`src/sv/additive_dual_bound_step_macros.svh`:
```
// Assertion macros for the additive dual bound step block.
// Included by the top level; relies on clk and rst_n in the including scope.
`ifndef ADDITIVE_DUAL_BOUND_STEP_MACROS_SVH
`define ADDITIVE_DUAL_BOUND_STEP_MACROS_SVH

// Same-cycle implication, disabled while reset is asserted.
`define ADBS_ASSERT_IMP(name, ante, cons) \
  name: assert property (@(posedge clk) disable iff (!rst_n) (ante) |-> (cons)) \
    else $error("adbs same-cycle check failed");

// Next-cycle implication, disabled while reset is asserted.
`define ADBS_ASSERT_NXT(name, ante, cons) \
  name: assert property (@(posedge clk) disable iff (!rst_n) (ante) |=> (cons)) \
    else $error("adbs next-cycle check failed");

`endif

```
`src/sv/adbs_pkg.sv`:
```
// Shared types, sizes and codes for the additive dual bound step block.
// No dependencies; the design files refer to it by scoped names and the testbench files import it.
package adbs_pkg;

  // Table and store sizes.
  localparam int MAX_POSITIONS = 16;
  localparam int MAX_ACTIONS   = 4;
  localparam int POS_W         = 4;
  localparam int ACT_W         = 2;
  localparam int TBL_W         = POS_W + ACT_W;
  localparam int VAL_W         = 48;
  localparam int OP_W          = 3;
  localparam int ST_W          = 2;
  localparam int NP_W          = 5;
  localparam int NA_W          = 3;

  // Configuration port.
  localparam int CFG_ADDR_W    = 3;
  localparam int CFG_DATA_W    = 32;
  localparam int CFG_IDX_BIT   = 2;
  localparam logic REG_POSITIONS = 1'b0;
  localparam logic REG_ACTIONS   = 1'b1;
  localparam logic [NP_W-1:0] POSITIONS_RESET = NP_W'(MAX_POSITIONS);
  localparam logic [NA_W-1:0] ACTIONS_RESET   = NA_W'(MAX_ACTIONS);

  // Opcodes.
  localparam logic [OP_W-1:0] OP_SET_NEXT   = 3'd0;
  localparam logic [OP_W-1:0] OP_TERMINAL   = 3'd1;
  localparam logic [OP_W-1:0] OP_MARTINGALE = 3'd2;
  localparam logic [OP_W-1:0] OP_REWARD     = 3'd3;
  localparam logic [OP_W-1:0] OP_EVALUATE   = 3'd4;
  localparam logic [OP_W-1:0] OP_ADVANCE    = 3'd5;

  // Result status codes.
  localparam logic [ST_W-1:0] ST_OK    = 2'd0;
  localparam logic [ST_W-1:0] ST_RANGE = 2'd1;
  localparam logic [ST_W-1:0] ST_SAT   = 2'd2;

  typedef struct packed {
    logic [OP_W-1:0]         opcode;
    logic [POS_W-1:0]        position;
    logic [ACT_W-1:0]        action;
    logic signed [VAL_W-1:0] value;
  } item_t;

  typedef struct packed {
    logic [POS_W-1:0]        position_out;
    logic signed [VAL_W-1:0] primal_value;
    logic signed [VAL_W-1:0] dual_value;
    logic [ST_W-1:0]         status;
  } result_t;

  // Effective counts after clamping the configuration registers.
  typedef struct packed {
    logic [NP_W-1:0] np;
    logic [NA_W-1:0] na;
  } cfg_eff_t;

  // Controller to datapath commands.
  typedef struct packed {
    logic             item_load;
    logic             wr_next;
    logic             wr_term;
    logic             wr_mart;
    logic             wr_rew;
    logic             eval_start;
    logic             rd_issue;
    logic [ACT_W-1:0] rd_act;
    logic             cp_issue;
    logic [POS_W-1:0] cp_idx;
    logic             out_load;
    logic [ST_W-1:0]  out_status;
    logic             out_vals;
    logic             cur_wr;
  } dp_cmd_t;

  // Datapath to controller status.
  typedef struct packed {
    logic [OP_W-1:0] opcode;
    logic            pos_ok;
    logic            act_ok;
    logic            tgt_ok;
    logic            pipe_busy;
    logic            eval_bad;
    logic            eval_sat;
    logic            out_free;
  } dp_stat_t;

endpackage

```
`src/sv/adbs_ctrl.sv`:
```
// Controller state machine: decodes each word and sequences loads, the
// evaluate walk over actions, the advance copy and the result hand-off. Uses adbs_pkg.
module adbs_ctrl (
  input  logic                 clk,
  input  logic                 rst_n,
  input  logic                 in_valid,
  output logic                 in_ready,
  input  adbs_pkg::cfg_eff_t   eff,
  input  adbs_pkg::dp_stat_t   stat,
  output adbs_pkg::dp_cmd_t    cmd
);

  localparam logic [2:0] S_IDLE   = 3'd0;
  localparam logic [2:0] S_DECODE = 3'd1;
  localparam logic [2:0] S_EVAL   = 3'd2;
  localparam logic [2:0] S_DRAIN  = 3'd3;
  localparam logic [2:0] S_COPY   = 3'd4;
  localparam logic [2:0] S_FINISH = 3'd5;

  logic [2:0]                state_r, state_nxt;
  logic [adbs_pkg::POS_W-1:0] cnt_r, cnt_nxt;
  logic [adbs_pkg::ST_W-1:0]  status_r, status_nxt;
  logic                       vals_r, vals_nxt;

  always_ff @(posedge clk) begin
    if (!rst_n) begin
      state_r  <= S_IDLE;
      cnt_r    <= '0;
      status_r <= adbs_pkg::ST_OK;
      vals_r   <= 1'b0;
    end else begin
      state_r  <= state_nxt;
      cnt_r    <= cnt_nxt;
      status_r <= status_nxt;
      vals_r   <= vals_nxt;
    end
  end

  // Next state and command decode.
  always_comb begin
    state_nxt  = state_r;
    cnt_nxt    = cnt_r;
    status_nxt = status_r;
    vals_nxt   = vals_r;
    in_ready   = 1'b0;
    cmd        = '0;
    cmd.rd_act = cnt_r[adbs_pkg::ACT_W-1:0];
    cmd.cp_idx = cnt_r;
    case (state_r)
      S_IDLE: begin
        in_ready = 1'b1;
        if (in_valid) begin
          cmd.item_load = 1'b1;
          state_nxt     = S_DECODE;
        end
      end
      S_DECODE: begin
        status_nxt = adbs_pkg::ST_OK;
        vals_nxt   = 1'b0;
        cnt_nxt    = '0;
        state_nxt  = S_FINISH;
        case (stat.opcode)
          adbs_pkg::OP_SET_NEXT: begin
            if (stat.pos_ok && stat.act_ok && stat.tgt_ok) begin
              cmd.wr_next = 1'b1;
            end else begin
              status_nxt = adbs_pkg::ST_RANGE;
            end
          end
          adbs_pkg::OP_TERMINAL: begin
            if (stat.pos_ok) begin
              cmd.wr_term = 1'b1;
            end else begin
              status_nxt = adbs_pkg::ST_RANGE;
            end
          end
          adbs_pkg::OP_MARTINGALE: begin
            if (stat.pos_ok) begin
              cmd.wr_mart = 1'b1;
            end else begin
              status_nxt = adbs_pkg::ST_RANGE;
            end
          end
          adbs_pkg::OP_REWARD: begin
            if (stat.pos_ok && stat.act_ok) begin
              cmd.wr_rew = 1'b1;
            end else begin
              status_nxt = adbs_pkg::ST_RANGE;
            end
          end
          adbs_pkg::OP_EVALUATE: begin
            if (stat.pos_ok && stat.act_ok) begin
              cmd.eval_start = 1'b1;
              state_nxt      = S_EVAL;
            end else begin
              status_nxt = adbs_pkg::ST_RANGE;
            end
          end
          adbs_pkg::OP_ADVANCE: begin
            state_nxt = S_COPY;
          end
          default: begin
            status_nxt = adbs_pkg::ST_RANGE;
          end
        endcase
      end
      // One table read per action in use.
      S_EVAL: begin
        cmd.rd_issue = 1'b1;
        cnt_nxt      = cnt_r + 1'b1;
        if (adbs_pkg::NA_W'(cnt_r[adbs_pkg::ACT_W-1:0]) == eff.na - 1'b1) begin
          state_nxt = S_DRAIN;
        end
      end
      // Wait for the sum and max stages to empty, then grade the result.
      S_DRAIN: begin
        if (!stat.pipe_busy) begin
          vals_nxt  = !stat.eval_bad;
          state_nxt = S_FINISH;
          if (stat.eval_bad) begin
            status_nxt = adbs_pkg::ST_RANGE;
          end else if (stat.eval_sat) begin
            status_nxt = adbs_pkg::ST_SAT;
          end else begin
            status_nxt = adbs_pkg::ST_OK;
          end
        end
      end
      // Copy the current stores into the next-epoch stores, one entry a cycle.
      S_COPY: begin
        cmd.cp_issue = 1'b1;
        if (cnt_r == adbs_pkg::POS_W'(adbs_pkg::MAX_POSITIONS - 1)) begin
          state_nxt = S_FINISH;
        end else begin
          cnt_nxt = cnt_r + 1'b1;
        end
      end
      S_FINISH: begin
        if (stat.out_free) begin
          cmd.out_load   = 1'b1;
          cmd.out_status = status_r;
          cmd.out_vals   = vals_r;
          cmd.cur_wr     = vals_r;
          state_nxt      = S_IDLE;
        end
      end
      default: begin
        state_nxt = S_IDLE;
      end
    endcase
  end

endmodule

```
`config.mk`:
```
export PLATFORM = sky130hd
export DESIGN_NAME = adbs_ctrl
export DESIGN_NICKNAME = d
export VERILOG_FILES = /design/src/sv/additive_dual_bound_step_macros.svh /design/src/sv/adbs_pkg.sv /design/src/sv/adbs_ctrl.sv
export SDC_FILE = /design/constraint.sdc
export NUM_CORES = 1
export LEC_CHECK = 0
export ABC_AREA = 1
export ABC_CLOCK_PERIOD_IN_PS = 1700
export BUFFER_PORTS_ARGS = -buffer_cell sky130_fd_sc_hd__buf_4
export CORE_UTILIZATION = 45
export DETAILED_ROUTE_END_ITERATION = 6
export PLACE_DENSITY = 0.9
export RECOVER_POWER = 25
export SYNTH_ARGS = -nofsm -noshare
export SYNTH_HDL_FRONTEND = slang
export SYNTH_SLANG_ARGS = --single-unit
```
`constraint.sdc`:
```
create_clock -name clk -period 1.7 [get_ports clk]
set_clock_uncertainty 0.05 [all_clocks]
set_input_delay 0.17 -clock clk [delete_from_list [all_inputs] [get_ports clk]]
set_output_delay 0.17 -clock clk [all_outputs]
set_load 0.05 [all_outputs]
```
==> run metrics, run 1 <==
largest family of logic cells by synthesized area=simple AND/OR/NAND/NOR gates; hold_sp=rst_n; Reg2Reg Setup Slack=around 0.19 ns; FF-to-FF End=state_r[2]; ranking of synthesized cells by area=dfxtp_1 24%, nand2_1 16%, nand3_1 11%; Synth Area in Simple Gates=a little under half; commonest cells in the synthesized netlist=35 x nand2_1, 21 x inv_1, 20 x nor2_1; share of Yosys cell area claimed by the top area cell type=24.06%; relative slew slack=between 60% and 70%; Total Nets Final=a little over 200; crit path capture type=primary output; max-slew violation count=0; worst hold stages=3; crit share post-route=between 90% and 100%; Post-synth ARST share=0%; post-synthesis xor/xnor area fraction=2.105%; Max Cap Violations=0; largest net degree at the start of global routing=9; RSZ-0062 raised after global routing=true; htree depth=1; drt pass-1 iters=5; post-synthesis mux area share=0%; DR iter-0 viols=20; GR Overflow Total=0; Mapped Avg Cell Area=approximately 5.9 µm²; PwrDens=around 1300 nW/µm²; die width=about 45 µm; CTS tree=built; share of cells above drive strength 1=29.61%; top_reg_cell synth=dfxtp_1; Worst-path clk slew=0.07 ns; DR vias=between 1000 and 1500; Reg2Reg Launch Point=cnt_r[1]; Seq/Total Area, Yosys=24.06%; Layout Utilization=just under 70%; CTS root buffer=clkbuf_4; die span in y=between 40 and 50 µm; Cell Count, Final, Fillers Out=204; antenna fix cells=0; DRC Markers=0; most frequent cell after synthesis=nand2_1; Syn Nets=approximately 160; Final Instance Area=about 1200 µm²; Via density=just over 5; fillers=about 170; post-synth top area cell=dfxtp_1; number of global-route vias before repair=approximately 930; CP Launch Type=register; synthesized cell area=832.0 µm²; clk sinks=10; hold buffer count at CTS=0; Hold Slack=about 0.13 ns; data arrival time of the worst path=between 1 and 1.5 ns; insertion delay of the later-clocked pin in the worst-skew pair=around 0.27 ns; WP data required=~1.5 ns; Lkg Pwr=roughly 0.00058 µW; core area=about 1700 µm²; post-synthesis adder-cell area fraction=under 10%; post-DP HPWL=about 1.8 mm; Synth cell types=20; slew at the pin with the worst max-slew slack=between 0.5 and 0.6 ns; EDFF count, synth=0; Boundary Pins=41; Routed Antenna Nets=0; synthesis-to-finish area growth=42.86%; DIE AREA=between 2000 and 2500 µm²; status=finished, final reports clean; first-pass GRT wire length=approximately 3.7 mm; Hold/Removal Path Class=input port to register; VDD IR max=about 0.83 mV; placed cells=198; Cell Area, Placed=about 1100 µm²; Hold EP=state_r[1]; Fmax=between 0.6 and 0.7 GHz; CTS Buffer Depth=2; TritonCTS buffer count=3; cell row count=15; endpoints failing hold=0; critical path peak fanout=3; Initial Utilization=between 40% and 50%; Yosys warning count=0; PortBufs=35; compound-gate portion of the synthesized area=under 10%; initial antenna violation count=0; reg2reg path depth=7; routed len/inst=between 10 and 15 µm; Setup TNS=0 ns; Yosys reg bits=10; Mapped Cells=between 100 and 150; DRT Wirelength=2.302 mm; Crit Path Category=register to primary output; gp weighted congestion=between 0.8 and 0.9; Final min period=1.632 ns; Final Setup Violations=0; Tot GR Track Use=between 20% and 30%
==> cells by family (layout without fill, tap and decap cells) <==
kind of cell | after synthesis | count (layout)
and+or+nand+nor | 86 | 86
buffers and inverters | 26 | 64
AOI/OAI and AO/OA | 15 | 15
DFF | 10 | 10
adders and majority gates | 2 | 2
xor gates and xnor gates | 2 | 2
==> cell usage in the layout, fill, tap and decap left out <==
| cell type | instances |
|---|---|
| nand3b_1 | 1 |
| clkbuf_1 | 6 |
| nand2_1 | 34 |
| a21oi_1 | 9 |
| ha_1 | 2 |
| nand4_1 | 1 |
| dfxtp_1 | 6 |
| a211oi_1 | 1 |
| nand3_1 | 19 |
| nor2_2 | 1 |
| nand2_4 | 1 |
| clkbuf_8 | 1 |
| nand2_2 | 1 |
| nor2_1 | 17 |
| dfxtp_2 | 3 |
| dfxtp_4 | 1 |
| nor3_1 | 3 |
| clkbuf_4 | 3 |
| inv_2 | 2 |
| nor2_4 | 5 |
| buf_6 | 1 |
| buf_4 | 30 |
| inv_1 | 20 |
| nor3_4 | 1 |
| o21ai_0 | 5 |
| nor4_2 | 2 |
| buf_8 | 1 |
| xnor2_1 | 2 |
==> report_power, final <==
group          internal [µW]  switching (µW)  leakage [µW]
clock network            130            89.2     0.0000210
registers                308            57.5     0.0000836
logic                    283             644      0.000472
==> flip-flops by register name, summed over array words and instances, names as in the netlist <==
register,cells
status_r,2
state_r,3
cnt_r,4
vals_r,1
==> area by class of cell <==
cell class | count | area, µm² | share of cell area [%]
Timing Repair Buffer | 38 | 274.0 | 23.05
Inverter | 22 | 82.58 | 6.947
Clock buffer | 4 | 36.28 | 3.053
Tap cell | 25 | 31.28 | 2.632
Multi-Input combinational cell | 105 | 556.8 | 46.84
Sequential cell | 10 | 207.7 | 17.47
==> through the flow <==
step	power (µW)	setup WS (ns)
6_report	1511	0.06827
5_1_grt	1617	-0.01231
4_1_cts	1516	0.04555
3_5_place_dp	1249	0.2031
3_3_place_gp	1214	0.2429
2_1_floorplan	1030	-0.2904
==> repair_timing <==
action,CTS,global route
gates resized for setup,4,3
setup endpoints to repair,3,4
pin swaps,1,1
setup buffers,2,0
==> worst max-delay path by stage <==
stage	to	slack (ns)	startpoint
6_report	cmd[1]	0.07	state_r[0]
5_1_grt	cmd[1]	-0.01	state_r[0]
4_1_cts	cmd[0]	0.05	state_r[1]
3_5_place_dp	cmd[0]	0.20	state_r[0]
3_3_place_gp	cmd[0]	0.24	state_r[0]
2_1_floorplan	cmd[15]	-0.29	state_r[2]
==> worst max-delay path, cell delays in order (launching register included) <==
cell and delay [ns]:
dfxtp_4 0.35, inv_2 0.04, nor2_4 0.15, nand2_2 0.09, nor2_4 0.11, inv_1 0.10
nor2_4 0.14, buf_6 0.17
==> per-layer routing <==
metal	part of all wire, %	wire [µm]	global-route usage [%]
met2	53	1212	44.35
met4	1.3	31	16.97
met5	0	0	0
met1	40	930	27.09
met3	5.6	128	6.800
No activity file was read; power rests on OpenSTA's default activity.
==> run 2: changes to the inputs <==
CORE_MARGIN = 3   (was default)
==> run metrics, run 2 (synthesis results as in run 1) <==
status=finished, final reports clean; Routed Antenna Nets=0 (unchanged); Max Cap Violations=0 (unchanged); gp weighted congestion=0.7801 (-5.4%); critical path peak fanout=4 (+1); PortBufs=35 (unchanged); Setup TNS=0 ns (unchanged); relative slew slack=60.26% (-0.30 points); CTS root buffer=clkbuf_4; Worst-path clk slew=0.07 ns (about the same); core area=1629 µm² (-5.7%); Worst path max stage delay=0.36 ns (about the same); slew at the pin with the worst max-slew slack=0.5987 ns (+0.004579 ns); Hold/Removal Path Class=input port to register; Sw Pwr=798.8 µW (+1.0%); share of cells above drive strength 1=30.94% (+1.3 points); synthesis-to-finish area growth=44.51%; VDD IR max=0.8771 mV (+5.5%); clock network power share=14.1% (-0.4 points); number of flip-flops in the largest register=4 (unchanged); drt pass-1 iters=4 (-1); largest net degree at the start of global routing=9 (unchanged); CP Launch Type=register; Seq pwr share=23.9% (-0.3 points); DR iter-0 viols=30 (+50%); WP data required=1.48 ns (about the same); internal power=745.4 µW (+3.5%); initial antenna violation count=0 (unchanged); clk sinks=10 (unchanged); DIE AREA=2401 µm² (+19%); CTS tree=built; post-DP HPWL=1.798 mm (+2.2%); Final min period=1.621 ns (-0.01122 ns); DR vias=1084 (+4.2%); Crit Path Category=register to primary output; Layout Utilization=73.81% (+5.0 points); critical path's top delay family=simple AND/OR/NAND/NOR gates; Hold Slack=0.1082 ns (-0.01766 ns); endpoints failing hold=0 (unchanged); cell row count=14 (-1); Final Power=1544 µW (+2.2%); TritonCTS buffer count=3 (unchanged); Boundary Pins=41 (unchanged); Final Setup Violations=0 (unchanged); max-slew violation count=0 (unchanged); Fmax=0.6171 GHz (+0.69%); htree depth=1 (unchanged); Cell Area, Placed=1141 µm² (-0.11%); number of global-route vias before repair=965 (+3.9%); routed len/inst=11.88 µm (+5.3%); combinational group share of total power=62.0% (+0.7 points); die span in y=49 µm (+8.9%); commonest cells after routing, fill and taps aside=34 x nand2_1, 32 x buf_4, 19 x inv_1, 19 x nand3_1, 17 x nor2_1; data arrival time of the worst path=1.40 ns (about the same); WP buf/inv=3 (unchanged); GR Overflow Total=0 (unchanged); crit path capture type=primary output; Initial Utilization=51.08% (+2.9 points); Switching Fraction=51.73% (-0.60 points); critical-path cell list=inv_2, nor2_4, nand2_2, nor2_4, inv_2, nor2_4, buf_6; DRT Wirelength=2.435 mm (+5.8%); first-pass GRT wire length=3.836 mm (+3.3%); CP most frequent cell=nor2_4; crit share post-route=95.32% (-0.66 points); die width=49 µm (+8.9%); Biggest register=cnt_r; commonest non-fill, non-tap cell in the layout=nand2_1; insertion delay of the later-clocked pin in the worst-skew pair=0.27 ns (about the same); Total Nets Final=205 (+0.99%); Tot GR Track Use=20.33% (-5.3 points); hold buffer count at CTS=0 (unchanged); CTS Buffer Depth=2 (unchanged); Final Instance Area=1202 µm² (+1.2%); antenna fix cells=0 (unchanged); Largest regs=cnt_r: 4 flops, state_r: 3 flops, status_r: 2 flops; Lkg Pwr=0.0005880 µW (+1.9%); PwrDens=1284 nW/µm² (+1.0%); Via density=5.288 (+3.7%); CP max-delay cell=dfxtp_4; DRC Markers=0 (unchanged)
==> run 2: cell count changes in the layout (fill, tap and decap cells not counted), sizes merged <==
cell  change
buf       +2
==> run 2: final cells by class <==
| cell class | instances | area, µm² |
|---|---|---|
| Clock buffer | 4 | 36.28 |
| Inverter | 22 | 82.58 |
| Fill cell | 157 | 426.7 |
| Sequential cell | 10 | 207.7 |
| Tap cell | 24 | 30.03 |
| Timing Repair Buffer | 40 | 289.0 |
| Multi-Input combinational cell | 105 | 556.8 |
==> run 2: repair_timing <==
action,4_1_cts,5_1_grt
pin swaps,1,2
resized for setup,5,3
buffers inserted,3,1
setup endpoints to repair,3,6
==> run 2: per-stage QoR <==
stage,instances,setup WS [ns]
3_3_place_gp,197,0.2404
5_1_grt,205,-0.01738
4_1_cts,204,0.01907
6_report,205,0.07949
2_1_floorplan,141,-0.2904
3_5_place_dp,197,0.1893
==> run 2: layer usage <==
metal	wire length (µm)	part of all wire, %	global-route usage (%)
met4	59	2.4	9.479
met1	952	39	20.30
met3	151	6.2	3.976
met2	1272	52	39.59
met5	0	0	0
==> run 2: power by group through the flow <==
stage	registers [µW]	clock network, µW	logic (µW)
floorplan	392	0	638
global placement	378	0	840
detailed placement	382	0	861
CTS	366	219	943
global route	378	234	1050
finish	369	218	957
==> run 2: worst register-to-register path, delay by kind of cell, from the launching register on <==
family / cells / cell delay, ns
adder cells (fa/ha/maj): 1 / 0.21
AND/OR/NAND/NOR: 5 / 0.63
AO/OA/AOI/OAI: 1 / 0.18
flip-flops: 1 / 0.40
==> run 2: path summary, 6_finish.rpt <==
kind	start	endpoint	slack [ns]	depth (start not counted)
worst max-delay path	state_r[0]	cmd[1]	0.08	7
worst min-delay path	rst_n	state_r[1]	0.11	3
worst max register to register	cnt_r[1]	state_r[2]	0.16	7
worst min register to register	status_r[0]	status_r[0]	0.42	2
