===== src/sv/additive_dual_bound_step_macros.svh =====
// Assertion macros for the additive dual bound step block.
// Included by the top level; relies on clk and rst_n in the including scope.
`ifndef ADDITIVE_DUAL_BOUND_STEP_MACROS_SVH
`define ADDITIVE_DUAL_BOUND_STEP_MACROS_SVH

// Same-cycle implication, disabled while reset is asserted.
`define ADBS_ASSERT_IMP(name, ante, cons) \
  name: assert property (@(posedge clk) disable iff (!rst_n) (ante) |-> (cons)) \
    else $error("adbs same-cycle check failed");

// Next-cycle implication, disabled while reset is asserted.
`define ADBS_ASSERT_NXT(name, ante, cons) \
  name: assert property (@(posedge clk) disable iff (!rst_n) (ante) |=> (cons)) \
    else $error("adbs next-cycle check failed");

`endif


===== src/sv/adbs_pkg.sv =====
// Shared types, sizes and codes for the additive dual bound step block.
// No dependencies; the design files refer to it by scoped names and the testbench files import it.
package adbs_pkg;

  // Table and store sizes.
  localparam int MAX_POSITIONS = 16;
  localparam int MAX_ACTIONS   = 4;
  localparam int POS_W         = 4;
  localparam int ACT_W         = 2;
  localparam int TBL_W         = POS_W + ACT_W;
  localparam int VAL_W         = 48;
  localparam int OP_W          = 3;
  localparam int ST_W          = 2;
  localparam int NP_W          = 5;
  localparam int NA_W          = 3;

  // Configuration port.
  localparam int CFG_ADDR_W    = 3;
  localparam int CFG_DATA_W    = 32;
  localparam int CFG_IDX_BIT   = 2;
  localparam logic REG_POSITIONS = 1'b0;
  localparam logic REG_ACTIONS   = 1'b1;
  localparam logic [NP_W-1:0] POSITIONS_RESET = NP_W'(MAX_POSITIONS);
  localparam logic [NA_W-1:0] ACTIONS_RESET   = NA_W'(MAX_ACTIONS);

  // Opcodes.
  localparam logic [OP_W-1:0] OP_SET_NEXT   = 3'd0;
  localparam logic [OP_W-1:0] OP_TERMINAL   = 3'd1;
  localparam logic [OP_W-1:0] OP_MARTINGALE = 3'd2;
  localparam logic [OP_W-1:0] OP_REWARD     = 3'd3;
  localparam logic [OP_W-1:0] OP_EVALUATE   = 3'd4;
  localparam logic [OP_W-1:0] OP_ADVANCE    = 3'd5;

  // Result status codes.
  localparam logic [ST_W-1:0] ST_OK    = 2'd0;
  localparam logic [ST_W-1:0] ST_RANGE = 2'd1;
  localparam logic [ST_W-1:0] ST_SAT   = 2'd2;

  typedef struct packed {
    logic [OP_W-1:0]         opcode;
    logic [POS_W-1:0]        position;
    logic [ACT_W-1:0]        action;
    logic signed [VAL_W-1:0] value;
  } item_t;

  typedef struct packed {
    logic [POS_W-1:0]        position_out;
    logic signed [VAL_W-1:0] primal_value;
    logic signed [VAL_W-1:0] dual_value;
    logic [ST_W-1:0]         status;
  } result_t;

  // Effective counts after clamping the configuration registers.
  typedef struct packed {
    logic [NP_W-1:0] np;
    logic [NA_W-1:0] na;
  } cfg_eff_t;

  // Controller to datapath commands.
  typedef struct packed {
    logic             item_load;
    logic             wr_next;
    logic             wr_term;
    logic             wr_mart;
    logic             wr_rew;
    logic             eval_start;
    logic             rd_issue;
    logic [ACT_W-1:0] rd_act;
    logic             cp_issue;
    logic [POS_W-1:0] cp_idx;
    logic             out_load;
    logic [ST_W-1:0]  out_status;
    logic             out_vals;
    logic             cur_wr;
  } dp_cmd_t;

  // Datapath to controller status.
  typedef struct packed {
    logic [OP_W-1:0] opcode;
    logic            pos_ok;
    logic            act_ok;
    logic            tgt_ok;
    logic            pipe_busy;
    logic            eval_bad;
    logic            eval_sat;
    logic            out_free;
  } dp_stat_t;

endpackage


===== src/sv/adbs_cfg.sv =====
// APB-style register file for the position and action counts.
// Depends on adbs_pkg; outputs the clamped counts used by the block.
module adbs_cfg (
  input  logic                              clk,
  input  logic                              rst_n,
  input  logic                              psel,
  input  logic                              penable,
  input  logic                              pwrite,
  input  logic [adbs_pkg::CFG_ADDR_W-1:0]   paddr,
  input  logic [adbs_pkg::CFG_DATA_W-1:0]   pwdata,
  output logic [adbs_pkg::CFG_DATA_W-1:0]   prdata,
  output logic                              pready,
  output adbs_pkg::cfg_eff_t                eff
);

  logic [adbs_pkg::NP_W-1:0] pos_reg_r;
  logic [adbs_pkg::NA_W-1:0] act_reg_r;
  logic                      wr_en;
  logic                      sel_act;

  assign wr_en   = psel && penable && pwrite;
  assign sel_act = (paddr[adbs_pkg::CFG_IDX_BIT] == adbs_pkg::REG_ACTIONS);
  assign pready  = 1'b1;

  // Register writes complete in the access phase.
  always_ff @(posedge clk) begin
    if (!rst_n) begin
      pos_reg_r <= adbs_pkg::POSITIONS_RESET;
      act_reg_r <= adbs_pkg::ACTIONS_RESET;
    end else if (wr_en) begin
      if (sel_act) begin
        act_reg_r <= pwdata[adbs_pkg::NA_W-1:0];
      end else begin
        pos_reg_r <= pwdata[adbs_pkg::NP_W-1:0];
      end
    end
  end

  // Read data returns the raw register value.
  always_comb begin
    if (sel_act) begin
      prdata = adbs_pkg::CFG_DATA_W'(act_reg_r);
    end else begin
      prdata = adbs_pkg::CFG_DATA_W'(pos_reg_r);
    end
  end

  // A zero count acts as one, and a count above the table size is capped.
  always_comb begin
    if (pos_reg_r == '0) begin
      eff.np = adbs_pkg::NP_W'(1);
    end else if (pos_reg_r > adbs_pkg::NP_W'(adbs_pkg::MAX_POSITIONS)) begin
      eff.np = adbs_pkg::NP_W'(adbs_pkg::MAX_POSITIONS);
    end else begin
      eff.np = pos_reg_r;
    end
    if (act_reg_r == '0) begin
      eff.na = adbs_pkg::NA_W'(1);
    end else if (act_reg_r > adbs_pkg::NA_W'(adbs_pkg::MAX_ACTIONS)) begin
      eff.na = adbs_pkg::NA_W'(adbs_pkg::MAX_ACTIONS);
    end else begin
      eff.na = act_reg_r;
    end
  end

endmodule


===== config.mk =====
export PLATFORM = sky130hd
export DESIGN_NAME = adbs_cfg
export DESIGN_NICKNAME = d
export VERILOG_FILES = /design/src/sv/additive_dual_bound_step_macros.svh /design/src/sv/adbs_pkg.sv /design/src/sv/adbs_cfg.sv
export SDC_FILE = /design/constraint.sdc
export NUM_CORES = 1
export LEC_CHECK = 0
export BUFFER_PORTS_ARGS = -buffer_cell sky130_fd_sc_hd__buf_4
export CAP_MARGIN = 10
export CORE_ASPECT_RATIO = 1.1
export CORE_MARGIN = 10
export CORE_UTILIZATION = 32
export CTS_CLUSTER_DIAMETER = 60
export DETAILED_ROUTE_END_ITERATION = 10
export HOLD_SLACK_MARGIN = 0.06
export PLACE_DENSITY = 0.9
export SLEW_MARGIN = 15
export SYNTH_ARGS = -nofsm -noshare
export SYNTH_HDL_FRONTEND = slang
export SYNTH_SLANG_ARGS = --single-unit

===== constraint.sdc =====
create_clock -name clk -period 1 [get_ports clk]
set_input_delay 0.15 -clock clk [delete_from_list [all_inputs] [get_ports clk]]
set_output_delay 0.15 -clock clk [all_outputs]
set_load 0.1 [all_outputs]

==> metrics, run 1 <==
Slew Viols, Final 0; Clock Skews 0 ps; row count 17; largest net degree at the start of global routing 15; Reg clk slew, reported paths 60 ps; first-pass GRT wire length 2770 um; Final Cycle Share 1.45; Critical Path AT 1300 ps; routed wire length 1840 um; Yosys cell types 18; antenna violations before repair 0; Crit path max-delay family simple AND/OR/NAND/NOR gates; clock buffer depth 2; Static Leakage 0.515 nW; Post-Synthesis Cell Area 678 um^2; Synth area leaders buf_4 (31%), dfxtp_1 (24%), mux2i_1 (12%), nor2b_1 (7.4%), nand2_1 (6.1%); Final Hold Fails 0; status finished, violations left; Avg Inst Size Synth 8.17 um^2; H-tree levels 1; Worst Hold Class in2reg; Final Net Count 152; synthesized instance count 83; Sink Count 8; RSZ-0062 raised after global routing true; crit-path cells or3_4 > a21oi_4 > buf_12; Layout area overhead 62.2%; Die Footprint 4360 um^2; slowest stage delay, CP 390 ps; hpwl dp 1480 um; drt first pass iters 3; VDD IR max 666 uV; mean number of vias per cell 3.88; Worst Path Buf+Inv 1; cts bufs inserted 3; vias in the first global route 582; footprint of the multi-input gates 433 um^2; Remaining Overflow, GRT 0; IO Port Bufs 23; endpoints failing setup 13; insertion delay to the later sink of the worst-skew pair 250 ps; vias post-DR 539; violated checks setup timing; Yosys warning total 0; final worst slack -452 ps; critical path type reg2out; Placer Congestion 0.683; Iteration-0 DRC Markers 26; total chip power 1.32 mW; Tmin final 1450 ps; Inst Count DP 130; final core occ 0.544; Synth area leader buf_4; CTS tree done; Horiz. Die Dim 63.9 um; Storage cell area 171 um^2; DRC Markers 0; core box area 2020 um^2; register area share after synthesis 0.236; R2R setup slack 90 ps; non-filler cells, final 139; Synth top area share 0.310; share of cells above drive strength 1 0.486; number of I/O pins 81; Post-DRT Antenna Nets 0; slowest cell on the critical path or3_4; pwr dens 1200 nW/um^2; FMAX 689 MHz; number of synthesized register bits 8; root buf cell clkbuf_4; CP Capture Type output pin; CP max FO 2; max-cap viol count 0; WL per Instance 13.2 um; Worst EP required 850 ps; critical path startpoint category register; Initial Util 0.336; Die H 68.3 um; # fillers 179; All-Layer GR Usage 0.0818; antenna cell count 0
==> synth_stat cells <==
cell type / n
a21oi_1: 2
and2b_2: 2
and4b_1: 1
buf_2: 1
buf_4: 28
buf_6: 2
clkbuf_1: 2
conb_1: 2
dfxtp_1: 8
inv_1: 2
mux2_2: 2
mux2i_1: 8
nand2_1: 11
nand4_1: 1
nand4b_1: 1
nor2b_1: 8
o21ai_0: 1
or3_1: 1
==> power breakdown <==
part	internal [mW]	total, mW	switching, mW
Sequential	0.325	0.334	0.00918
Clock	0.153	0.268	0.115
Combinational	0.114	0.715	0.600
Total	0.592	1.32	0.725
==> layer usage <==
layer / wire, um / GRT usage
met1: 627 / 0.0791
met3: 234 / 0.0538
met4: 36 / 0.0492
met5: 0 / 0
met2: 940 / 0.131
==> worst reg2reg max path: cells and delay by family, from the launching register on <==
family / cells / cell delay (ps)
buf+inv: 3 / 350
flops: 1 / 320
mux: 1 / 70
simple gates: 1 / 50
==> path summary, 6_finish.rpt <==
kind                                   start      endpoint  cells past startpoint
worst max register to register  pos_reg_r[3]  pos_reg_r[3]                      5
worst max-delay path            pos_reg_r[3]        eff[3]                      3
worst min-delay path               pwdata[4]  pos_reg_r[4]                      3
worst min register to register  pos_reg_r[0]  pos_reg_r[0]                      2
==> final cells by class <==
cell class | count | area share
inverter | 2 | 0.00683
timing repair buffer | 31 | 0.388
sequential | 8 | 0.156
multi-input combinational | 66 | 0.394
tap | 28 | 0.0319
clock buffer | 4 | 0.0239
==> through the flow <==
stage	hold WS, ps	worst slack [ps]	setup TNS [ps]	cell area [um^2]
after floorplan	285	-410	-1240	855
after detailed placement	416	-270	-420	845
final	148	-452	-3000	1100
after global routing	168	-467	-3430	1100
after global placement	408	-251	-376	845
after CTS	146	-455	-2890	1070
==> flip-flops by register name, summed over array words and instances, names as in the netlist <==
signal	count
act_reg_r	3
pos_reg_r	5
==> logic make-up after synthesis <==
| logic type | share of synthesized area |
|---|---|
| buffers and inverters | 0.373 |
| and+or+nand+nor | 0.207 |
| muxes | 0.151 |
| DFF | 0.236 |
| AOI/OAI and AO/OA | 0.0221 |
| other | 0.0111 |
==> repair_timing <==
action	in CTS	in global routing
resized for setup	45	4
endpoints found under the setup margin	13	13
hold buffers	0	0
buffers inserted	2	5
==> layout by cell type (no fill, tap or decap), drive strengths merged <==
cell / n
mux2i: 8
and2b: 2
mux2: 2
nand4b: 1
a21oi: 2
inv: 2
nand4: 1
and4b: 1
nor2b: 8
buf: 31
or3: 1
clkbuf: 4
conb: 28
o21ai: 1
nand2: 11
dfxtp: 8
No activity file was read; power rests on OpenSTA's default activity.
==> run 2, diff against run 1 <==
Settings changed: CORE_UTILIZATION 32 to 30, PLACE_DENSITY 0.9 to 0.86.
==> run 2 against run 1 <==
Net effect:
- the flow still finishes with violations (setup timing)
- via count is 2.6% higher
- die area is 4.6% higher
- worst hold slack better by 8.0 ps
- sequential power hardly changed
- non-clock buffer count is 1 lower
- power is 0.72% lower
- final cell count is 0.72% higher
- highest routed layer unchanged
- setup slack better by 5.2 ps
- clock skew stayed put
- largest cell class unchanged
==> metrics, run 2 (synthesized netlist as in run 1, its figures left out) <==
CP Capture Type output pin; Psw 0.718 mW; Die Footprint 4560 um^2; CP max FO 2; commonest cells after routing, fill and taps aside conb_1 (28), buf_12 (13), buf_4 (12); WL per Instance 12.9 um; DRC Markers 0; IO Port Bufs 23; power share of the combinational group 0.546; Worst EP required 850 ps; core box area 2210 um^2; Slew Viols, Final 0; Setup WS pre-CTS -249 ps; vias post-DR 553; Initial Util 0.307; Reg clk slew, reported paths 50 ps; cts bufs inserted 3; insertion delay to the later sink of the worst-skew pair 250 ps; final worst slack -447 ps; non-filler cells, final 140; Sink Count 8; Static Leakage 0.512 nW; Tmin final 1450 ps; Post-DRT Antenna Nets 0; Critical Path AT 1300 ps; Horiz. Die Dim 65.3 um; Final Cycle Share 1.45; root buf cell clkbuf_4; Hold Crit Depth 3; antenna cell count 0; CTS tree done; Largest regs pos_reg_r (5), act_reg_r (3); Inst Count DP 133; VDD IR max 594 uV; H-tree levels 1; worst reg-to-reg path cell count 3; Seq pwr share 0.253; placed cell areas 855 um^2; R2R setup slack 190 ps; first-pass GRT wire length 2920 um; hpwl dp 1490 um; mean number of vias per cell 3.95; Clk network pwr share 0.200; Layout area overhead 62.4%; Internal 0.590 mW; largest net degree at the start of global routing 15; share of cells above drive strength 1 0.482; Worst Hold Class in2reg; switching share of power 0.549; drt first pass iters 4; Final Hold Fails 0; Placer Congestion 0.727; Final Net Count 151; pwr dens 1190 nW/um^2; setup TNS -2780 ps; vias in the first global route 652; commonest non-fill, non-tap cell in the layout conb_1; Clock Skews 0 ps; hold_buf cts 0; endpoints failing setup 13; max-cap viol count 0; RSZ-0062 raised after global routing true; routed wire length 1800 um; All-Layer GR Usage 0.0768; max reg flops 5; critical path type reg2out; Finished Cell Area 1100 um^2; number of I/O pins 81; total chip power 1.31 mW; reg2reg start pos_reg_r[4]; antenna violations before repair 0; Die H 69.9 um; status finished, violations left; violated checks setup timing; Iteration-0 DRC Markers 5; HP Start pwdata[3]; critical path startpoint category register; clock buffer depth 2; row count 18; Remaining Overflow, GRT 0; FMAX 691 MHz; hold endpoint pos_reg_r[3]; Largest Register pos_reg_r; R2R Path End pos_reg_r[4]
==> run 2: timing repair <==
| action | 4_1_cts | 5_1_grt |
|---|---|---|
| setup endpoints to repair | 13 | 13 |
| setup buffers | 1 | 3 |
| resized for setup | 45 | 4 |
==> run 2: how the worst max path moves through the flow <==
stage,startpoint,endpoint,slack (ps)
floorplan,pos_reg_r[3],eff[3],-410
global placement,pos_reg_r[3],eff[3],-240
detailed placement,pos_reg_r[3],eff[3],-250
CTS,pos_reg_r[3],eff[3],-440
global route,pos_reg_r[3],eff[3],-490
finish,pos_reg_r[3],eff[3],-450
==> run 2: metrics by stage <==
| step | utilization | hold slack (ps) |
|---|---|---|
| 2_1_floorplan | - | 285 |
| 3_5_place_dp | 0.387 | 418 |
| 3_3_place_gp | 0.387 | 405 |
| 5_1_grt | 0.499 | 154 |
| 6_report | 0.499 | 156 |
| 4_1_cts | 0.486 | 156 |
==> run 2: power by group through the flow <==
| stage | registers [mW] | clock network [mW] | logic [mW] |
|---|---|---|---|
| after floorplan | 0.340 | 0 | 0.690 |
| after global placement | 0.339 | 0 | 0.661 |
| after detailed placement | 0.340 | 0 | 0.664 |
| after CTS | 0.334 | 0.273 | 0.704 |
| after global routing | 0.332 | 0.292 | 0.735 |
| final | 0.331 | 0.262 | 0.715 |
==> run 2: routing by layer <==
metal,GRT usage,vias to the layer above,share of wire
met2,0.131,30,0.51
li1,-,258,-
met5,0,-,0
met1,0.0735,263,0.36
met4,0.0214,0,0.0022
met3,0.0494,2,0.13
==> run 2: critical path, stage by stage (launching register included) <==
cell and delay (ps):
dfxtp_2 320, or3_4 380, a21oi_4 160, buf_12 190
==> run 2: layout make-up <==
type,count,area (um^2)
Timing Repair Buffer,30,423
Fill cell,217,1110
Clock buffer,4,26.3
Inverter,2,7.51
Sequential cell,8,174
Tap cell,30,37.5
Multi-Input combinational cell,66,433
==> run 3, diff against run 2 <==
Settings changed: CORE_UTILIZATION 30 to 29, PLACE_DENSITY 0.86 to 0.87.
Clock period 1 ns to 1.31 ns, I/O delays scaled along.
==> run 3 against run 2 <==
Net effect:
- the run still ends with setup timing left
- cell area is 13% lower
- sequential share of layout area increased by 1.5 points
- routed wire length unchanged
- via count down 6.9%
- sequential cell count stayed put
- first-iteration DRC count increased by 120%
- register-to-register slack improved by 320 ps
- critical path type unchanged
==> metrics, run 3 (synthesized netlist as in run 1, its figures left out) <==
violated checks setup timing; Post-DRT Antenna Nets 0; Worst EP required 1110 ps; Crit path max-delay family simple AND/OR/NAND/NOR gates; routed wire length 1800 um; largest net degree at the start of global routing 15; commonest cells after routing, fill and taps aside conb_1 (28), buf_4 (13), nand2_1 (11); slowest stage delay, CP 390 ps; Clock Skews 0 ps; Critical path origin pos_reg_r[3]; met2 Use GR 0.127; IO Port Bufs 23; VDD IR max 524 uV; Slew Viols, Final 0; number of I/O pins 81; max reg flops 5; share of cells above drive strength 1 0.434; Placer Congestion 0.725; endpoints failing setup 3; final core occ 0.428; placed cell areas 833 um^2; Sink Count 8; cts bufs inserted 3; power share of the combinational group 0.548; Reg clk slew, reported paths 50 ps; pwr dens 1010 nW/um^2; Remaining Overflow, GRT 0; mean number of vias per cell 3.79; Die H 70.7 um; slowest cell on the critical path or3_4; switching share of power 0.559; vias in the first global route 573; first-pass GRT wire length 2610 um; drt first pass iters 3; row count 18; HP Start pwdata[2]; Initial Util 0.304; hpwl dp 1550 um; Iteration-0 DRC Markers 11; GRT Max-Usage Layer met2; Final Hold Fails 0; H-tree levels 1; DRC Markers 0; crit-path cells or3_4 > a21oi_4 > buf_12; Worst Hold Class in2reg; antenna violations before repair 0; commonest non-fill, non-tap cell in the layout conb_1; Tmin final 1480 ps; critical path type reg2out; clock buffer depth 2; FMAX 676 MHz; CTS tree done; WL per Instance 13.2 um; reg2reg start pos_reg_r[4]; non-filler cells, final 136; Critical Path AT 1280 ps; RSZ-0062 raised after global routing true; root buf cell clkbuf_4; All-Layer GR Usage 0.0693; final worst slack -169 ps; hold_buf cts 0; core box area 2230 um^2; Finished Cell Area 955 um^2; antenna cell count 0; PostCTS Resize Cnt 21; met3 global-route usage 0.0346; grt met1 use 0.0648; Die Footprint 4670 um^2; Psw 0.539 mW; Internal 0.426 mW; Largest regs pos_reg_r (5), act_reg_r (3); Worst Path Buf+Inv 1; Post-CTS Repair Setup Buffers 0; Largest Register pos_reg_r; Inst Count DP 133; CP Capture Type output pin; setup TNS -188 ps; status finished, violations left; CP max FO 2; Static Leakage 0.459 nW; Final Cycle Share 1.13; Final Net Count 148; Setup WS pre-CTS 12.8 ps; critical path startpoint category register; Horiz. Die Dim 66.1 um; max-cap viol count 0; Seq pwr share 0.264; vias post-DR 515; insertion delay to the later sink of the worst-skew pair 250 ps; Layout area overhead 40.8%; Clk network pwr share 0.188
run 3: cell count changes in the layout (fill, tap and decap cells not counted), moves of 2 or more:
cell,before,now
dfxtp_4,2,0
buf_6,4,8
dfxtp_1,1,4
buf_12,13,5
run 3: cell type report:
cell class | instances | area, um^2
flip-flops and latches | 8 | 165
well taps | 30 | 37.5
repair buffers | 27 | 303
fillers | 226 | 1270
multi-input cells | 66 | 419
inverters | 2 | 7.51
clock buffers | 3 | 22.5
run 3: tightest hold or removal path: stages:
cell and delay [ps]:
buf_4 110, nand2_1 50, mux2i_1 60
run 3: path summary, 6_finish.rpt:
check / to / depth (start not counted) / slack [ps]
setup / recovery: eff[3] / 3 / -170
hold / removal: pos_reg_r[2] / 3 / 220
setup reg to reg: pos_reg_r[4] / 3 / 510
hold reg to reg: pos_reg_r[0] / 2 / 480
run 3: metrics by stage:
step / power (mW) / hold slack, ps
floorplan: 0.782 / 331
global placement: 0.760 / 446
detailed placement: 0.764 / 455
CTS: 0.967 / 213
global route: 1.00 / 210
finish: 0.964 / 217
run 3: layer usage:
layer | vias to the layer above | wire, um | share of wire
met2 | 28 | 930 | 0.52
met5 | - | 0 | 0
li1 | 252 | - | -
met3 | 0 | 202 | 0.11
met4 | 0 | 0 | 0
met1 | 235 | 667 | 0.37
run 3: power by group through the flow:
stage          Sequential (mW)  Clock (mW)  Combinational [mW]
4_1_cts                  0.255       0.191               0.522
2_1_floorplan            0.260           0               0.522
6_report                 0.255       0.181               0.529
3_3_place_gp             0.259           0               0.502
3_5_place_dp             0.259           0               0.504
5_1_grt                  0.255       0.205               0.541
